[src/hdl/ctcg_pkg.sv]
// ctcg_pkg: widths, codes and shared types of the ctc greedy decoder
// no dependencies; imported by every module of the decoder
`timescale 1ns / 1ps

package ctcg_pkg;

    // field widths
    localparam int SCORE_W   = 16;
    localparam int INDEX_W   = 13;
    localparam int POS_W     = 13;
    localparam int CFG_W     = 14;
    localparam int SUM_W     = 27;
    localparam int COUNT_W   = 11;
    localparam int IN_DATA_W  = 16;
    localparam int OUT_DATA_W = 56;

    // limits and reset values
    localparam int MIN_CLASSES   = 2;
    localparam int MAX_CLASSES   = 8192;
    localparam int MAX_STEPS     = 1024;
    localparam int RESET_CLASSES = 6625;

    localparam logic [SUM_W-1:0]   SUM_MAX   = {SUM_W{1'b1}};
    localparam logic [SCORE_W-1:0] SCORE_MAX = {SCORE_W{1'b1}};

    // divider
    localparam int DIV_STEP_W = 5;
    localparam int REM_W      = COUNT_W - 1;

    // queue between front and back
    localparam int QUEUE_DEPTH = 4;
    localparam int QPTR_W      = 2;
    localparam int QCNT_W      = 3;

    // result kinds
    localparam logic KIND_CHAR    = 1'b0;
    localparam logic KIND_SUMMARY = 1'b1;

    typedef enum logic [0:0] {
        BK_FETCH,
        BK_DIVIDE
    } back_state_t;

    // one queued job for the back end
    typedef struct packed {
        logic               kind;
        logic [INDEX_W-1:0] class_index;
        logic [SCORE_W-1:0] char_score;
        logic [SUM_W-1:0]   score_sum;
        logic [COUNT_W-1:0] char_count;
        logic               last;
    } entry_t;

    // up to two jobs pushed by one score beat
    typedef struct packed {
        logic [1:0] count;
        entry_t     first;
        entry_t     second;
    } push_t;

endpackage

[src/hdl/ctcg_front.sv]
// ctcg_front: per-frame argmax, collapse of repeats and blanks, score accumulation
// depends on ctcg_pkg; feeds jobs to ctcg_queue
`timescale 1ns / 1ps

module ctcg_front (
    input  logic                          clk,
    input  logic                          rst_n,
    input  logic [ctcg_pkg::CFG_W-1:0]    num_classes,
    input  logic                          s_valid,
    output logic                          s_ready,
    input  logic [ctcg_pkg::SCORE_W-1:0]  s_score,
    input  logic                          s_eos,
    input  logic                          q_room,
    output ctcg_pkg::push_t               push
);
    import ctcg_pkg::*;

    logic [POS_W-1:0]   pos_reg,   pos_next;
    logic [SCORE_W-1:0] best_reg,  best_next;
    logic [INDEX_W-1:0] idx_reg,   idx_next;
    logic [INDEX_W-1:0] prev_reg,  prev_next;
    logic [SUM_W-1:0]   sum_reg,   sum_next;
    logic [COUNT_W-1:0] cnt_reg,   cnt_next;

    logic               fire;
    logic [CFG_W-1:0]   n_clamped;
    logic [CFG_W-1:0]   last_pos;
    logic [SCORE_W-1:0] cand_score;
    logic [INDEX_W-1:0] cand_idx;
    logic               close;
    logic               emit;
    logic [SUM_W:0]     sum_wide;
    logic [SUM_W-1:0]   sum_upd;
    logic [COUNT_W-1:0] cnt_upd;
    entry_t             e_char;
    entry_t             e_sum;

    assign s_ready = q_room;
    assign fire    = s_valid & q_room;

    // class count clamped to the supported range
    always_comb
    begin
        if (num_classes < CFG_W'(MIN_CLASSES))
            n_clamped = CFG_W'(MIN_CLASSES);
        else if (num_classes > CFG_W'(MAX_CLASSES))
            n_clamped = CFG_W'(MAX_CLASSES);
        else
            n_clamped = num_classes;
        last_pos = n_clamped - CFG_W'(1);
    end

    always_comb
    begin
        // first score of a frame always takes the lead at the blank index
        if (pos_reg == '0)
        begin
            cand_score = s_score;
            cand_idx   = '0;
        end
        else if (s_score > best_reg)
        begin
            cand_score = s_score;
            cand_idx   = pos_reg;
        end
        else
        begin
            cand_score = best_reg;
            cand_idx   = idx_reg;
        end

        close = ({1'b0, pos_reg} >= last_pos) || s_eos;
        emit  = close && (cand_idx != '0) && (cand_idx != prev_reg);

        sum_wide = {1'b0, sum_reg} + {{(SUM_W + 1 - SCORE_W){1'b0}}, cand_score};
        if (!emit)
            sum_upd = sum_reg;
        else if (sum_wide[SUM_W])
            sum_upd = SUM_MAX;
        else
            sum_upd = sum_wide[SUM_W-1:0];

        if (emit && (cnt_reg < COUNT_W'(MAX_STEPS)))
            cnt_upd = cnt_reg + COUNT_W'(1);
        else
            cnt_upd = cnt_reg;

        e_char.kind        = KIND_CHAR;
        e_char.class_index = cand_idx;
        e_char.char_score  = cand_score;
        e_char.score_sum   = '0;
        e_char.char_count  = '0;
        e_char.last        = ~s_eos;

        e_sum.kind        = KIND_SUMMARY;
        e_sum.class_index = '0;
        e_sum.char_score  = '0;
        e_sum.score_sum   = sum_upd;
        e_sum.char_count  = cnt_upd;
        e_sum.last        = 1'b1;

        push.first  = emit ? e_char : e_sum;
        push.second = e_sum;
        if (!fire)
            push.count = 2'd0;
        else if (emit && s_eos)
            push.count = 2'd2;
        else if (emit || s_eos)
            push.count = 2'd1;
        else
            push.count = 2'd0;
    end

    always_comb
    begin
        pos_next  = pos_reg;
        best_next = best_reg;
        idx_next  = idx_reg;
        prev_next = prev_reg;
        sum_next  = sum_reg;
        cnt_next  = cnt_reg;
        if (fire)
        begin
            if (close)
            begin
                prev_next = cand_idx;
                pos_next  = '0;
                best_next = '0;
                idx_next  = '0;
            end
            else
            begin
                pos_next  = pos_reg + POS_W'(1);
                best_next = cand_score;
                idx_next  = cand_idx;
            end
            if (s_eos)
            begin
                prev_next = '0;
                sum_next  = '0;
                cnt_next  = '0;
            end
            else
            begin
                sum_next = sum_upd;
                cnt_next = cnt_upd;
            end
        end
    end

    always_ff @(posedge clk or negedge rst_n)
    begin
        if (!rst_n)
        begin
            pos_reg  <= '0;
            best_reg <= '0;
            idx_reg  <= '0;
            prev_reg <= '0;
            sum_reg  <= '0;
            cnt_reg  <= '0;
        end
        else
        begin
            pos_reg  <= pos_next;
            best_reg <= best_next;
            idx_reg  <= idx_next;
            prev_reg <= prev_next;
            sum_reg  <= sum_next;
            cnt_reg  <= cnt_next;
        end
    end

    // an end-of-sequence beat always queues its summary
    a_eos_pushes: assert property (@(posedge clk) disable iff (!rst_n)
        (fire && s_eos) |-> (push.count != 2'd0))
        else $error("end-of-sequence beat queued no summary");

endmodule

[src/hdl/ctcg_queue.sv]
// ctcg_queue: short job queue between front and back, up to two pushes and one pop per cycle
// depends on ctcg_pkg
`timescale 1ns / 1ps

module ctcg_queue (
    input  logic                 clk,
    input  logic                 rst_n,
    input  ctcg_pkg::push_t      push,
    output logic                 room,
    input  logic                 pop,
    output logic                 head_valid,
    output ctcg_pkg::entry_t     head
);
    import ctcg_pkg::*;

    entry_t             store [QUEUE_DEPTH];
    logic [QPTR_W-1:0]  wr_ptr_reg, wr_ptr_next;
    logic [QPTR_W-1:0]  rd_ptr_reg, rd_ptr_next;
    logic [QCNT_W-1:0]  cnt_reg,    cnt_next;
    logic               do_pop;
    logic [QPTR_W-1:0]  wr_ptr_1;

    // room for the worst case of two jobs from one beat
    assign room       = (cnt_reg <= QCNT_W'(QUEUE_DEPTH - 2));
    assign head_valid = (cnt_reg != '0);
    assign head       = store[rd_ptr_reg];
    assign do_pop     = pop & head_valid;
    assign wr_ptr_1   = wr_ptr_reg + QPTR_W'(1);

    always_comb
    begin
        wr_ptr_next = wr_ptr_reg + QPTR_W'(push.count);
        rd_ptr_next = rd_ptr_reg + QPTR_W'(do_pop);
        cnt_next    = cnt_reg + QCNT_W'(push.count) - QCNT_W'(do_pop);
    end

    always_ff @(posedge clk)
    begin
        if (push.count != 2'd0)
            store[wr_ptr_reg] <= push.first;
        if (push.count == 2'd2)
            store[wr_ptr_1] <= push.second;
    end

    always_ff @(posedge clk or negedge rst_n)
    begin
        if (!rst_n)
        begin
            wr_ptr_reg <= '0;
            rd_ptr_reg <= '0;
            cnt_reg    <= '0;
        end
        else
        begin
            wr_ptr_reg <= wr_ptr_next;
            rd_ptr_reg <= rd_ptr_next;
            cnt_reg    <= cnt_next;
        end
    end

    a_no_overflow: assert property (@(posedge clk) disable iff (!rst_n)
        ({1'b0, cnt_reg} + {2'b00, push.count}) <= (QCNT_W + 1)'(QUEUE_DEPTH))
        else $error("job queue overflow");

    a_pop_tracks: assert property (@(posedge clk) disable iff (!rst_n)
        (do_pop && push.count == 2'd0) |=> (cnt_reg == $past(cnt_reg) - QCNT_W'(1)))
        else $error("queue fill count out of step with pops");

endmodule

[src/hdl/ctcg_divider.sv]
// ctcg_divider: restoring divider, one quotient bit per cycle, saturated to a score
// depends on ctcg_pkg; used by ctcg_back for the sequence average
`timescale 1ns / 1ps

module ctcg_divider (
    input  logic                          clk,
    input  logic                          rst_n,
    input  logic                          start,
    input  logic [ctcg_pkg::SUM_W-1:0]    dividend,
    input  logic [ctcg_pkg::COUNT_W-1:0]  divisor,
    output logic                          busy,
    output logic [ctcg_pkg::SCORE_W-1:0]  quotient
);
    import ctcg_pkg::*;

    logic                  busy_reg, busy_next;
    logic [DIV_STEP_W-1:0] step_reg, step_next;
    logic [REM_W-1:0]      rem_reg,  rem_next;
    logic [SUM_W-1:0]      quot_reg, quot_next;
    logic [COUNT_W-1:0]    div_reg,  div_next;
    logic [COUNT_W-1:0]    trial;
    logic                  ge;
    logic [COUNT_W-1:0]    diff;

    // divisor is at most MAX_STEPS, so the remainder fits REM_W bits
    assign trial = {rem_reg, quot_reg[SUM_W-1]};
    assign ge    = (trial >= div_reg);
    assign diff  = trial - div_reg;

    always_comb
    begin
        busy_next = busy_reg;
        step_next = step_reg;
        rem_next  = rem_reg;
        quot_next = quot_reg;
        div_next  = div_reg;
        if (start)
        begin
            busy_next = 1'b1;
            step_next = DIV_STEP_W'(SUM_W - 1);
            rem_next  = '0;
            quot_next = dividend;
            div_next  = divisor;
        end
        else if (busy_reg)
        begin
            rem_next  = ge ? diff[REM_W-1:0] : trial[REM_W-1:0];
            quot_next = {quot_reg[SUM_W-2:0], ge};
            step_next = step_reg - DIV_STEP_W'(1);
            if (step_reg == '0)
                busy_next = 1'b0;
        end
    end

    always_ff @(posedge clk)
    begin
        step_reg <= step_next;
        rem_reg  <= rem_next;
        quot_reg <= quot_next;
        div_reg  <= div_next;
    end

    always_ff @(posedge clk or negedge rst_n)
    begin
        if (!rst_n)
            busy_reg <= 1'b0;
        else
            busy_reg <= busy_next;
    end

    assign busy     = busy_reg;
    // quotients above the score range saturate
    assign quotient = (quot_reg[SUM_W-1:SCORE_W] != '0) ? SCORE_MAX : quot_reg[SCORE_W-1:0];

endmodule

[src/hdl/ctcg_back.sv]
// ctcg_back: takes queued jobs, runs the average division and fills the output register
// depends on ctcg_pkg and ctcg_divider
`timescale 1ns / 1ps

module ctcg_back (
    input  logic                          clk,
    input  logic                          rst_n,
    input  logic                          head_valid,
    input  ctcg_pkg::entry_t              head,
    output logic                          pop,
    output logic                          m_valid,
    input  logic                          m_ready,
    output logic                          m_kind,
    output logic [ctcg_pkg::INDEX_W-1:0]  m_class_index,
    output logic [ctcg_pkg::SCORE_W-1:0]  m_char_score,
    output logic [ctcg_pkg::SCORE_W-1:0]  m_average_score,
    output logic [ctcg_pkg::COUNT_W-1:0]  m_char_count,
    output logic                          m_last
);
    import ctcg_pkg::*;

    back_state_t        state_reg, state_next;
    logic [COUNT_W-1:0] held_cnt_reg, held_cnt_next;

    logic               out_valid_reg;
    logic               out_kind_reg;
    logic [INDEX_W-1:0] out_idx_reg;
    logic [SCORE_W-1:0] out_cs_reg;
    logic [SCORE_W-1:0] out_avg_reg;
    logic [COUNT_W-1:0] out_cnt_reg;
    logic               out_last_reg;

    logic               out_free;
    logic               div_start;
    logic               div_busy;
    logic [SCORE_W-1:0] div_quot;
    logic               load;
    logic               ld_kind;
    logic [INDEX_W-1:0] ld_idx;
    logic [SCORE_W-1:0] ld_cs;
    logic [SCORE_W-1:0] ld_avg;
    logic [COUNT_W-1:0] ld_cnt;
    logic               ld_last;
    logic               needs_div;

    assign out_free  = ~out_valid_reg | m_ready;
    assign needs_div = (head.kind == KIND_SUMMARY) && (head.char_count != '0);

    ctcg_divider u_div (
        .clk      (clk),
        .rst_n    (rst_n),
        .start    (div_start),
        .dividend (head.score_sum),
        .divisor  (head.char_count),
        .busy     (div_busy),
        .quotient (div_quot)
    );

    // next state
    always_comb
    begin
        state_next = state_reg;
        case (state_reg)
            BK_FETCH:
            begin
                if (head_valid && out_free && needs_div)
                    state_next = BK_DIVIDE;
            end
            BK_DIVIDE:
            begin
                if (!div_busy && out_free)
                    state_next = BK_FETCH;
            end
            default:
                state_next = BK_FETCH;
        endcase
    end

    // outputs of the sequencer
    always_comb
    begin
        pop           = 1'b0;
        div_start     = 1'b0;
        load          = 1'b0;
        held_cnt_next = held_cnt_reg;
        ld_kind       = head.kind;
        ld_idx        = head.class_index;
        ld_cs         = head.char_score;
        ld_avg        = '0;
        ld_cnt        = head.char_count;
        ld_last       = head.last;
        case (state_reg)
            BK_FETCH:
            begin
                if (head_valid && out_free)
                begin
                    pop = 1'b1;
                    if (needs_div)
                    begin
                        div_start     = 1'b1;
                        held_cnt_next = head.char_count;
                    end
                    else
                        load = 1'b1;
                end
            end
            BK_DIVIDE:
            begin
                ld_kind = KIND_SUMMARY;
                ld_idx  = '0;
                ld_cs   = '0;
                ld_avg  = div_quot;
                ld_cnt  = held_cnt_reg;
                ld_last = 1'b1;
                if (!div_busy && out_free)
                    load = 1'b1;
            end
            default:
            begin
                load = 1'b0;
            end
        endcase
    end

    always_ff @(posedge clk or negedge rst_n)
    begin
        if (!rst_n)
        begin
            state_reg     <= BK_FETCH;
            held_cnt_reg  <= '0;
            out_valid_reg <= 1'b0;
        end
        else
        begin
            state_reg    <= state_next;
            held_cnt_reg <= held_cnt_next;
            if (load)
                out_valid_reg <= 1'b1;
            else if (m_ready)
                out_valid_reg <= 1'b0;
        end
    end

    always_ff @(posedge clk)
    begin
        if (load)
        begin
            out_kind_reg <= ld_kind;
            out_idx_reg  <= ld_idx;
            out_cs_reg   <= ld_cs;
            out_avg_reg  <= ld_avg;
            out_cnt_reg  <= ld_cnt;
            out_last_reg <= ld_last;
        end
    end

    assign m_valid         = out_valid_reg;
    assign m_kind          = out_kind_reg;
    assign m_class_index   = out_idx_reg;
    assign m_char_score    = out_cs_reg;
    assign m_average_score = out_avg_reg;
    assign m_char_count    = out_cnt_reg;
    assign m_last          = out_last_reg;

    a_start_idle: assert property (@(posedge clk) disable iff (!rst_n)
        div_start |-> (state_reg == BK_FETCH && !div_busy && head_valid))
        else $error("divider started while busy or without a job");

endmodule

[src/hdl/ctc_greedy_decoder_core.sv]
// ctc_greedy_decoder_core: top level of the ctc greedy decoder
// path: a character passes through the job queue and the output register after the beat that closes its frame;
//   a summary with a nonzero count also waits for the bit-serial divider in between
// throughput: one score beat per cycle while the job queue has room; each such summary holds the back end
//   while the divider runs, absorbed by the 4-entry job queue until it fills
// reset (rst_n, async, active low): class count 6625, all sequence state and queue cleared
`timescale 1ns / 1ps

module ctc_greedy_decoder_core (
    input  logic                              clk,
    input  logic                              rst_n,
    // class count register
    input  logic                              cfg_we,
    input  logic [ctcg_pkg::CFG_W-1:0]        cfg_wdata,
    // score stream
    input  logic                              s_axis_tvalid,
    output logic                              s_axis_tready,
    input  logic [ctcg_pkg::IN_DATA_W-1:0]    s_axis_tdata,   // [15:0] score
    input  logic                              s_axis_tlast,   // end of sequence
    // result stream
    output logic                              m_axis_tvalid,
    input  logic                              m_axis_tready,
    output logic [ctcg_pkg::OUT_DATA_W-1:0]   m_axis_tdata,   // [12:0] class_index,
                                                              // [28:13] char_score,
                                                              // [44:29] average_score,
                                                              // [55:45] char_count
    output logic [0:0]                        m_axis_tuser,   // [0] kind
    output logic                              m_axis_tlast    // last result of the beat
);
    import ctcg_pkg::*;

    logic [CFG_W-1:0]   cfg_reg;

    push_t              push;
    logic               q_room;
    logic               q_pop;
    logic               q_head_valid;
    entry_t             q_head;

    logic               out_kind;
    logic [INDEX_W-1:0] out_idx;
    logic [SCORE_W-1:0] out_cs;
    logic [SCORE_W-1:0] out_avg;
    logic [COUNT_W-1:0] out_cnt;

    // class count; the user must write it only while the decoder is idle, the block itself does not enforce this
    always_ff @(posedge clk or negedge rst_n)
    begin
        if (!rst_n)
            cfg_reg <= CFG_W'(RESET_CLASSES);
        else if (cfg_we)
            cfg_reg <= cfg_wdata;
    end

    // front: argmax per frame, repeat/blank collapse, running sum and count
    ctcg_front u_front (
        .clk         (clk),
        .rst_n       (rst_n),
        .num_classes (cfg_reg),
        .s_valid     (s_axis_tvalid),
        .s_ready     (s_axis_tready),
        .s_score     (s_axis_tdata[SCORE_W-1:0]),
        .s_eos       (s_axis_tlast),
        .q_room      (q_room),
        .push        (push)
    );

    // jobs waiting for the back end
    ctcg_queue u_queue (
        .clk        (clk),
        .rst_n      (rst_n),
        .push       (push),
        .room       (q_room),
        .pop        (q_pop),
        .head_valid (q_head_valid),
        .head       (q_head)
    );

    // back: average division and the output register
    ctcg_back u_back (
        .clk             (clk),
        .rst_n           (rst_n),
        .head_valid      (q_head_valid),
        .head            (q_head),
        .pop             (q_pop),
        .m_valid         (m_axis_tvalid),
        .m_ready         (m_axis_tready),
        .m_kind          (out_kind),
        .m_class_index   (out_idx),
        .m_char_score    (out_cs),
        .m_average_score (out_avg),
        .m_char_count    (out_cnt),
        .m_last          (m_axis_tlast)
    );

    // pack result fields, lowest field first
    assign m_axis_tdata = {out_cnt, out_avg, out_cs, out_idx};
    assign m_axis_tuser = out_kind;

endmodule

[config.mk]
export PLATFORM = sky130hd
export DESIGN_NAME = ctc_greedy_decoder_core
export DESIGN_NICKNAME = d
export VERILOG_FILES = /design/src/hdl/ctcg_pkg.sv /design/src/hdl/ctcg_front.sv /design/src/hdl/ctcg_queue.sv /design/src/hdl/ctcg_divider.sv /design/src/hdl/ctcg_back.sv /design/src/hdl/ctc_greedy_decoder_core.sv
export SDC_FILE = /design/constraint.sdc
export NUM_CORES = 1
export LEC_CHECK = 0
export ABC_AREA = 0
export BUFFER_PORTS_ARGS = -buffer_cell sky130_fd_sc_hd__buf_4
export CORE_UTILIZATION = 60
export DETAILED_ROUTE_END_ITERATION = 8
export GPL_TIMING_DRIVEN = 0
export HOLD_SLACK_MARGIN = 0.03
export PLACE_DENSITY = 0.77
export SKIP_CTS_REPAIR_TIMING = 1
export SLEW_MARGIN = 40
export SYNTH_ARGS = -nofsm -noshare
export SYNTH_HDL_FRONTEND = slang
export SYNTH_SLANG_ARGS = --single-unit
[constraint.sdc]
create_clock -name clk -period 7.4 [get_ports clk]
set_input_delay 1.48 -clock clk [delete_from_list [all_inputs] [get_ports clk]]
set_output_delay 1.48 -clock clk [all_outputs]
set_load 0.02 [all_outputs]
After elaboration in Yosys (flattened, before gate mapping). Memory sizes are Yosys's and may differ from the RTL's. Index checks and enable logic that the tools add are counted.

Bits in registers: 239. Bits in writable memories: 276. Input bits: 36. Logic and storage cells: 120. Memories: 1.

Memories: u_queue.store (words 4, bits a word 69, read ports 1, clocked after memory_dff 0, write ports 2, line ctcg_queue.sv:16) `entry_t store [QUEUE_DEPTH];`.

Add/sub/neg operators: 11. Magnitude comparators: 7. Equal/unequal tests: 2. Muxes and demuxes: 46. Bitwise operators: 6. Reduce and logical (&&, ||, !) cells: 23.

Operator list (number): 2-to-1 mux 27 bit (5); 2-to-1 mux 13 bit (6); 2-to-1 mux 69 bit (1); 2-to-1 mux 16 bit (4); 2-to-1 mux 11 bit (3); adder 27 x 16 -> 28 bit (1); 2-to-1 mux 14 bit (2); nonzero test 11 bit (2); 2-to-1 mux 1 bit (20); greater-than comparator 16 bit (1); greater-or-equal comparator 13 x 14 -> 1 bit (1); greater-than comparator 14 bit (second input constant) (1); less-than comparator 14 x 2 -> 1 bit (second input constant) (1); subtractor 14 x 1 -> 14 bit (second input constant) (1); adder 13 x 1 -> 13 bit (second input constant) (1); logical NOT 13 bit (1); != test 13 bit (1); nonzero test 13 bit (1); adder 11 x 1 -> 11 bit (second input constant) (1); greater-or-equal comparator 11 bit (1); less-than comparator 11 bit (second input constant) (1); 2-to-1 mux 10 bit (1); subtractor 10 bit (1); logical AND 1 bit (8); 20 further kinds (29).

Depth between registers and ports, before layout. Gate-level depths: netlist of run 1.

Depth after elaboration: 15. Gate-level depth with buffers: 32.

By module. A second synthesis of run 1 with hierarchy kept.

Cells, all modules: 2262. Area, all modules: 28487.3 um^2.

Modules (own cells, without submodules): ctcg_queue (times used 1, cells an instance 708, area an instance 13695.6 um^2); ctcg_front (times used 1, cells an instance 1080, area an instance 8458.1 um^2); ctcg_back (times used 1, cells an instance 209, area an instance 2992.9 um^2); ctcg_divider (times used 1, cells an instance 236, area an instance 2812.7 um^2); ctc_greedy_decoder_core (times used 1, cells an instance 29, area an instance 528.0 um^2).

Worst setup path before layout of run 1. No wires, ideal clock.

Path kind: reg2reg. Start point: register cfg_reg[5]. End point: memory u_queue.store[0][31] (netlist bit) (data pin). Arrival: 6.449 ns. Slack: 0.804 ns. Stages on the path, launching flop included: 30. Path buffers: 4. Path through: dfstp_2 or3_1 nor4_1 nor2b_1 and3_1 o21ai_0 ha_1 o21ai_0 o211a_1 a21oi_1 ha_1 a21oi_1 nor2b_1 or4_1 o21ai_0 o211a_1 nor2_8 nand2_4 inv_4 buf_6 buf_4 ha_1 clkbuf_2 o21ai_1 nor3_1 nor2_1 clkbuf_1 inv_1 nand2_1 a21oi_1.

RTL lines: start, declared (line ctc_greedy_decoder_core.sv:32) `logic [CFG_W-1:0] cfg_reg;`; start signal, assigned (line ctc_greedy_decoder_core.sv:50) `cfg_reg <= CFG_W'(RESET_CLASSES);`; start signal, assigned (line ctc_greedy_decoder_core.sv:52) `cfg_reg <= cfg_wdata;`; end, declared (line ctcg_queue.sv:16).

==> results of run 1 <==
-- metrics by stage --
| stage | TNS (ns) | worst slack, ns |
|---|---|---|
| after floorplan | 0 | 0.8036 |
| after global placement | -282.03 | -1.940 |
| after detailed placement | -44.33 | -0.5027 |
| after CTS | -20.57 | -0.4400 |
| after global routing | -0.001354 | -0.001354 |
| final | 0 | 0.2895 |
-- routing by layer --
metal	vias to the layer above	part of all wire [%]
met2	1050	47
li1	8830	-
met4	0	4.6
met5	-	0
met1	9621	40
met3	201	8.2
-- Yosys cell counts (10+ instances only) --
library cell and count:
o21a_1 21, and3_1 19, o21ai_1 19, ha_1 68
dfrtp_1 121, nand2b_1 15, o21ai_0 215, xnor2_1 30
nor2_1 175, nor3_1 72, a22o_1 95, nand4_1 15
nor2b_1 44, nand2_1 249, buf_2 33, dfxtp_1 139
a31oi_1 22, clkbuf_1 91, xor2_1 20, a21o_1 15
o2bb2ai_1 13, nor4_1 14, edfxtp_1 248, mux2_2 49
nand3_1 29, mux4_2 69, o22ai_1 32, inv_1 90
a41oi_1 10, a21oi_1 125
-- how the worst max path moves through the flow --
stage,slack [ns],cells after the start,end
2_1_floorplan,0.80,29,u_queue.store[0][31]
3_3_place_gp,-1.94,21,u_queue.store[0][31]
3_5_place_dp,-0.50,22,u_queue.store[1][6]
4_1_cts,-0.44,29,u_queue.store[1][6]
5_1_grt,-0.001,29,u_queue.store[2][9]
6_report,0.29,22,u_queue.store[1][34]
-- power breakdown --
group	switching (mW)	internal, mW
sequential	0.335	3.78
combinational	2.54	1.53
clock	1.11	1.55
total	3.99	6.86
-- final cells by class --
| class | count | area, um2 | share of cell area (%) |
|---|---|---|---|
| buffer | 140 | 623.1 | 2.171 |
| clock buffer | 78 | 1553 | 5.409 |
| clock inverter | 20 | 181.4 | 0.6320 |
| inverter | 91 | 354.1 | 1.234 |
| multi-input combinational | 1554 | 10890 | 37.92 |
| sequential | 515 | 13440 | 46.83 |
| tap | 532 | 665.6 | 2.319 |
| timing repair buffer | 117 | 1001 | 3.487 |
-- kinds of logic after synthesis --
group                      synth area share, %
and+or+nand+nor                          12.46
DFF                                      53.53
adders and majority gates                3.628
xor gates and xnor gates                 1.744
AOI/OAI and AO/OA                        16.07
muxes                                    8.800
buffers and inverters                    3.767
-- worst reg2reg max path: cells and delay by family, from the launching register on --
kind	cells	cell delay, ns
DFF	1	0.39
AOI/OAI and AO/OA	8	1.25
buffers and inverters	5	1.15
muxes	1	0.26
adders and majority gates	3	0.84
and+or+nand+nor	11	3.06
==> run summary, run 1 <==
cell type with the highest aggregate area in the netlist - edfxtp_1
max reg flops - 276
Final GP Congestion - 0.9720
DP Area - 0.02670 mm2
most common cell after layout, fill and taps aside - nand2_1
growth of design area from synthesis to finish - 14.32%
met2 global-route usage - 54.34%
final layout net count - 2579
count of antenna diodes in the layout - 0
final HPWL from detailed placement - 50.10 mm
maximum fanout along the worst path - 19
number of storage elements in the synthesis netlist - 515
most used cell, CP - a21oi_1
launching element of the worst setup path - s_axis_tdata[15]
mapped cell area - 0.02511 mm2
R2R Path Start - cfg_reg[5]
fin area - 0.02871 mm2
GR Overflow Total - 0
final worst hold slack - 0.4483 ns
height of the die - 206.6 um
starting utilization of the core area - 61.22%
CP max stage delay - 0.61 ns
post-synth top area share - 29.66%
port buffer count - 94
cell-by-cell trace of the critical path - buf_4 > ha_1 > nand4_2 > o21ai_1 > a221oi_4 > o21ai_2 > clkbuf_2 > nor2_1 > a21oi_1 > inv_1 > ha_1 > a21o_1 > a21o_1 > a2111oi_0 > a21oi_1 > a41o_1 > buf_2 > nand2_1 > buf_2 > o21ai_0 > a21oi_1 > nor3_1
post-route ant nets - 0
number of fill cells in the layout - 2961
number of instances in the synthesized netlist - 2301
Worst-Skew Late Latency - 0.62 ns
startpoint type of the worst setup path - primary input
sequential cell area fraction in the yosys report - 53.53%
worst vdd rail ir drop - 0.2661 mV
core area - 0.04102 mm2
final clock period utilization by the worst path - 96.09%
total DRC errors in the routed layout - 1
slew margin rel. - 43.51%
number of enable-type register cells in the synthesized netlist - 248
hold path start - u_queue.store[1][68]
routed wire length per instance - 23.40 um
aggregate routed wire length - 71.29 mm
post-detailed-route via-to-cell ratio - 6.466
number of iterations in the first detailed-routing pass - 9
Final Max Tran Viols - 0
required arrival time at the worst endpoint - 7.73 ns
top-level I/O count - 96
Clock Sink Count - 515
Root Buffer - clkbuf_16
clock tree from TritonCTS - built
DR iter-0 viols - 2154
highest clock rate - 140.6 MHz
R2R setup slack - 0.30 ns
capturing point of the worst reg2reg path - u_queue.store[2][27]
antenna violations before repair - 0
ratio of total power to cell area - 378.0 mW/mm2
buffers from clock root to sink, at most - 3
clk_skew - 0.01817 ns
most frequently used flop master after synthesis - edfxtp_1
met3 track demand over resource in global routing - 5.369%
top post-synthesis cells by area - edfxtp_1 30%, dfrtp_1 12%, dfxtp_1 11%
largest net degree at the start of global routing - 58
leakage power figure - 11.19 nW
cell with the biggest individual delay on the critical path - a2111oi_0
clk slew on worst S/H paths - 0.07 ns
transition time of the tightest slew-check pin - 0.8474 ns
CP top delay family - compound AO/OA/AOI/OAI gates
commonest non-fill, non-tap cells in the layout - 249 x nand2_1, 248 x edfxtp_1, 214 x o21ai_0, 169 x nor2_1, 139 x dfxtp_1
data arrival time of the critical path - 7.44 ns
Util after Layout - 69.98%
hold violation count in the final report - 0
via count - 19700
number of maximum-capacitance constraint violations - 0
total of endpoints with negative setup slack in the final report - 0
global-route wire length before repair - 108.1 mm
hold depth - 2
Std-Cell Rows - 74
horizontal extent of the die - 206.6 um
average cell area after synthesis - 10.91 um2
Inst Count DP - 2934
Synthesized Nets - 2408
clock buffers created by TritonCTS - 53
Worst Hold Path EP - u_queue.store[1][68]
R2R depth - 28
total global-route track usage - 33.66%
result of the run - complete, but fails checks
library cells used by synthesis - 81
die area - 0.04267 mm2
Buf/Inv on CP - 5
vias in the first global route - 19080
overall power after layout - 10.85 mW
yosys warns - 0
non-filler cells, final - 3047
GR Layer Usage met1 - 44.80%
share of synthesized flip-flops with an asynchronous set or reset - 24.85%
critical setup path kind - primary input to register
Final Critical Period - 7.111 ns
H-tree Lvls - 2
Worst setup EP type - register
Most Used Layer, Global Route - met2
worst min-delay path category - register to register
violated checks - design-rule violations
proportion of layout cells with a drive suffix above 1 - 17.30%
No activity file was read; power rests on OpenSTA's default activity.
==> run 2: changes to the inputs <==
- CORE_UTILIZATION: 60 -> 56
- PLACE_DENSITY: 0.77 -> 0.75
- clock period: 7.4 -> 6 ns (I/O delays scaled with it)
==> run 2 against run 1 <==
  * The flow now finishes without violations
  * Sequential share of layout area fell by 1.7 points
  * Critical endpoint is now u_queue.store[1][38]
  * Final cell count rose by 3.7%
  * Clock skew rose by 0.0063 ns
  * Highest routed layer unchanged
==> run summary, run 2 (synthesized netlist as in run 1, its figures left out) <==
result of the run - complete, no violations
critical setup path kind - primary input to register
buffers from clock root to sink, at most - 3
DR iter-0 viols - 2343
worst min-delay path category - primary input to asynchronous set/reset pin
internal power - 8.628 mW
R2R Path Start - cfg_reg[5]
overall power after layout - 13.66 mW
antenna violations before repair - 0
H-tree Lvls - 2
switching share of power - 36.86%
highest clock rate - 168.1 MHz
maximum fanout along the worst path - 10
sequential share of power - 37.1%
R2R setup slack - 0.07 ns
Final Critical Period - 5.949 ns
hold violation count in the final report - 0
largest net degree at the start of global routing - 63
number of maximum-capacitance constraint violations - 0
combinational cell fraction of total power - 38.6%
clk_skew - 0.02451 ns
final layout net count - 2632
commonest non-fill, non-tap cells in the layout - 248 x edfxtp_1, 247 x nand2_1, 203 x o21ai_0, 165 x nor2_1, 164 x buf_4
horizontal extent of the die - 213.8 um
ratio of total power to cell area - 458.9 mW/mm2
count of antenna diodes in the layout - 0
number of iterations in the first detailed-routing pass - 6
clock power share - 24.4%
Root Buffer - clkbuf_16
top-level I/O count - 96
core area - 0.04422 mm2
capturing point of the worst reg2reg path - u_queue.store[0][29]
Buf/Inv on CP - 5
die area - 0.04569 mm2
leakage power figure - 11.57 nW
height of the die - 213.8 um
clock tree from TritonCTS - built
startpoint type of the worst setup path - primary input
proportion of layout cells with a drive suffix above 1 - 21.68%
Final GP Congestion - 0.9485
cell-by-cell trace of the critical path - buf_4 > ha_1 > nand4_2 > nor3_4 > a221oi_4 > o21ai_4 > clkbuf_4 > nor2_1 > a21oi_4 > inv_1 > ha_1 > a21o_1 > a21o_1 > a2111oi_2 > a21oi_1 > a41o_1 > buf_2 > nor2b_1 > clkbuf_2 > nor3_1 > nand3_1 > a22oi_2 > nor2_1
Final Max Tran Viols - 0
most common cell after layout, fill and taps aside - edfxtp_1
required arrival time at the worst endpoint - 6.34 ns
Worst setup EP type - register
via count - 19930
slew margin rel. - 42.03%
final clock period utilization by the worst path - 99.15%
max reg flops - 276
port buffer count - 94
R2R depth - 28
fin area - 0.02978 mm2
aggregate routed wire length - 72.86 mm
total DRC errors in the routed layout - 0
number of fill cells in the layout - 3234
Clock Sink Count - 515
post-route ant nets - 0
growth of design area from synthesis to finish - 18.60%
clock buffers created by TritonCTS - 53
routed wire length per instance - 23.05 um
clk slew on worst S/H paths - 0.06 ns
critical path depth - 23
starting utilization of the core area - 56.78%
DP Area - 0.02700 mm2
Worst-Skew Late Latency - 0.61 ns
reported net switching power - 5.036 mW
CP top delay family - compound AO/OA/AOI/OAI gates
GR Overflow Total - 0
total of endpoints with negative setup slack in the final report - 0
non-filler cells, final - 3161
Inst Count DP - 2997
global-route wire length before repair - 108.1 mm
CP max stage delay - 0.47 ns
final HPWL from detailed placement - 50.91 mm
Std-Cell Rows - 77
transition time of the tightest slew-check pin - 0.8696 ns
data arrival time of the critical path - 6.29 ns
worst vdd rail ir drop - 0.3725 mV
post-detailed-route via-to-cell ratio - 6.305
total global-route track usage - 31.43%
vias in the first global route - 19180
cell with the biggest individual delay on the critical path - a2111oi_2
-- run 2: worst register-to-register path: cells and delay by family, from the launching register on --
family          cells  cell delay (ns)
compound gates      7             0.93
fa+ha+maj           3             0.75
flops               1             0.38
simple gates       11             2.64
buf+inv             7             1.00
-- run 2: power groups by stage --
stage	combinational, mW	sequential (mW)	clock (mW)
finish	5.27	5.07	3.33
global route	5.67	5.15	3.49
CTS	4.96	5.05	3.36
detailed placement	4.93	5.12	0
global placement	4.70	5.11	0
floorplan	3.13	5.26	0
-- run 2: stage by stage --
step	worst slack [ns]	hold WS (ns)	util, %	TNS, ns
floorplan	0.001704	0.4173	-	0
global placement	-1.958	0.4287	60.35	-546.99
detailed placement	-1.692	0.4396	61.06	-418.92
CTS	-1.428	0.3826	65.03	-346.85
global route	-0.1011	0.3847	67.34	-5.380
finish	0.05120	0.4043	67.34	0
-- run 2: worst max-delay path by stage --
stage / end / start / slack (ns)
global placement: u_queue.store[1][32] / s_axis_tdata[7] / -1.96
finish: u_queue.store[1][38] / s_axis_tdata[11] / 0.05
detailed placement: u_queue.store[3][25] / s_axis_tdata[15] / -1.69
CTS: u_queue.store[1][32] / cfg_reg[5] / -1.43
global route: u_queue.store[1][38] / s_axis_tdata[11] / -0.10
floorplan: u_queue.store[1][19] / s_axis_tdata[7] / 0.002
-- run 2: final cells by class --
| type | count | area (um2) | area share [%] |
|---|---|---|---|
| Buffer | 135 | 698.2 | 2.344 |
| Clock buffer | 74 | 1516 | 5.092 |
| Tap cell | 592 | 740.7 | 2.487 |
| Timing Repair Buffer | 174 | 1544 | 5.185 |
| Multi-Input combinational cell | 1555 | 11230 | 37.71 |
| Inverter | 91 | 369.1 | 1.239 |
| Sequential cell | 515 | 13440 | 45.14 |
| Clock inverter | 25 | 239.0 | 0.8025 |
-- run 2: layer usage --
metal / up-vias / GRT usage (%) / wire length (um)
met5: - / 0 / 0
met4: 0 / 12.12 / 2741
li1: 8965 / - / -
met2: 1053 / 52.27 / 35480
met1: 9716 / 41.38 / 28530
met3: 197 / 5.141 / 6108
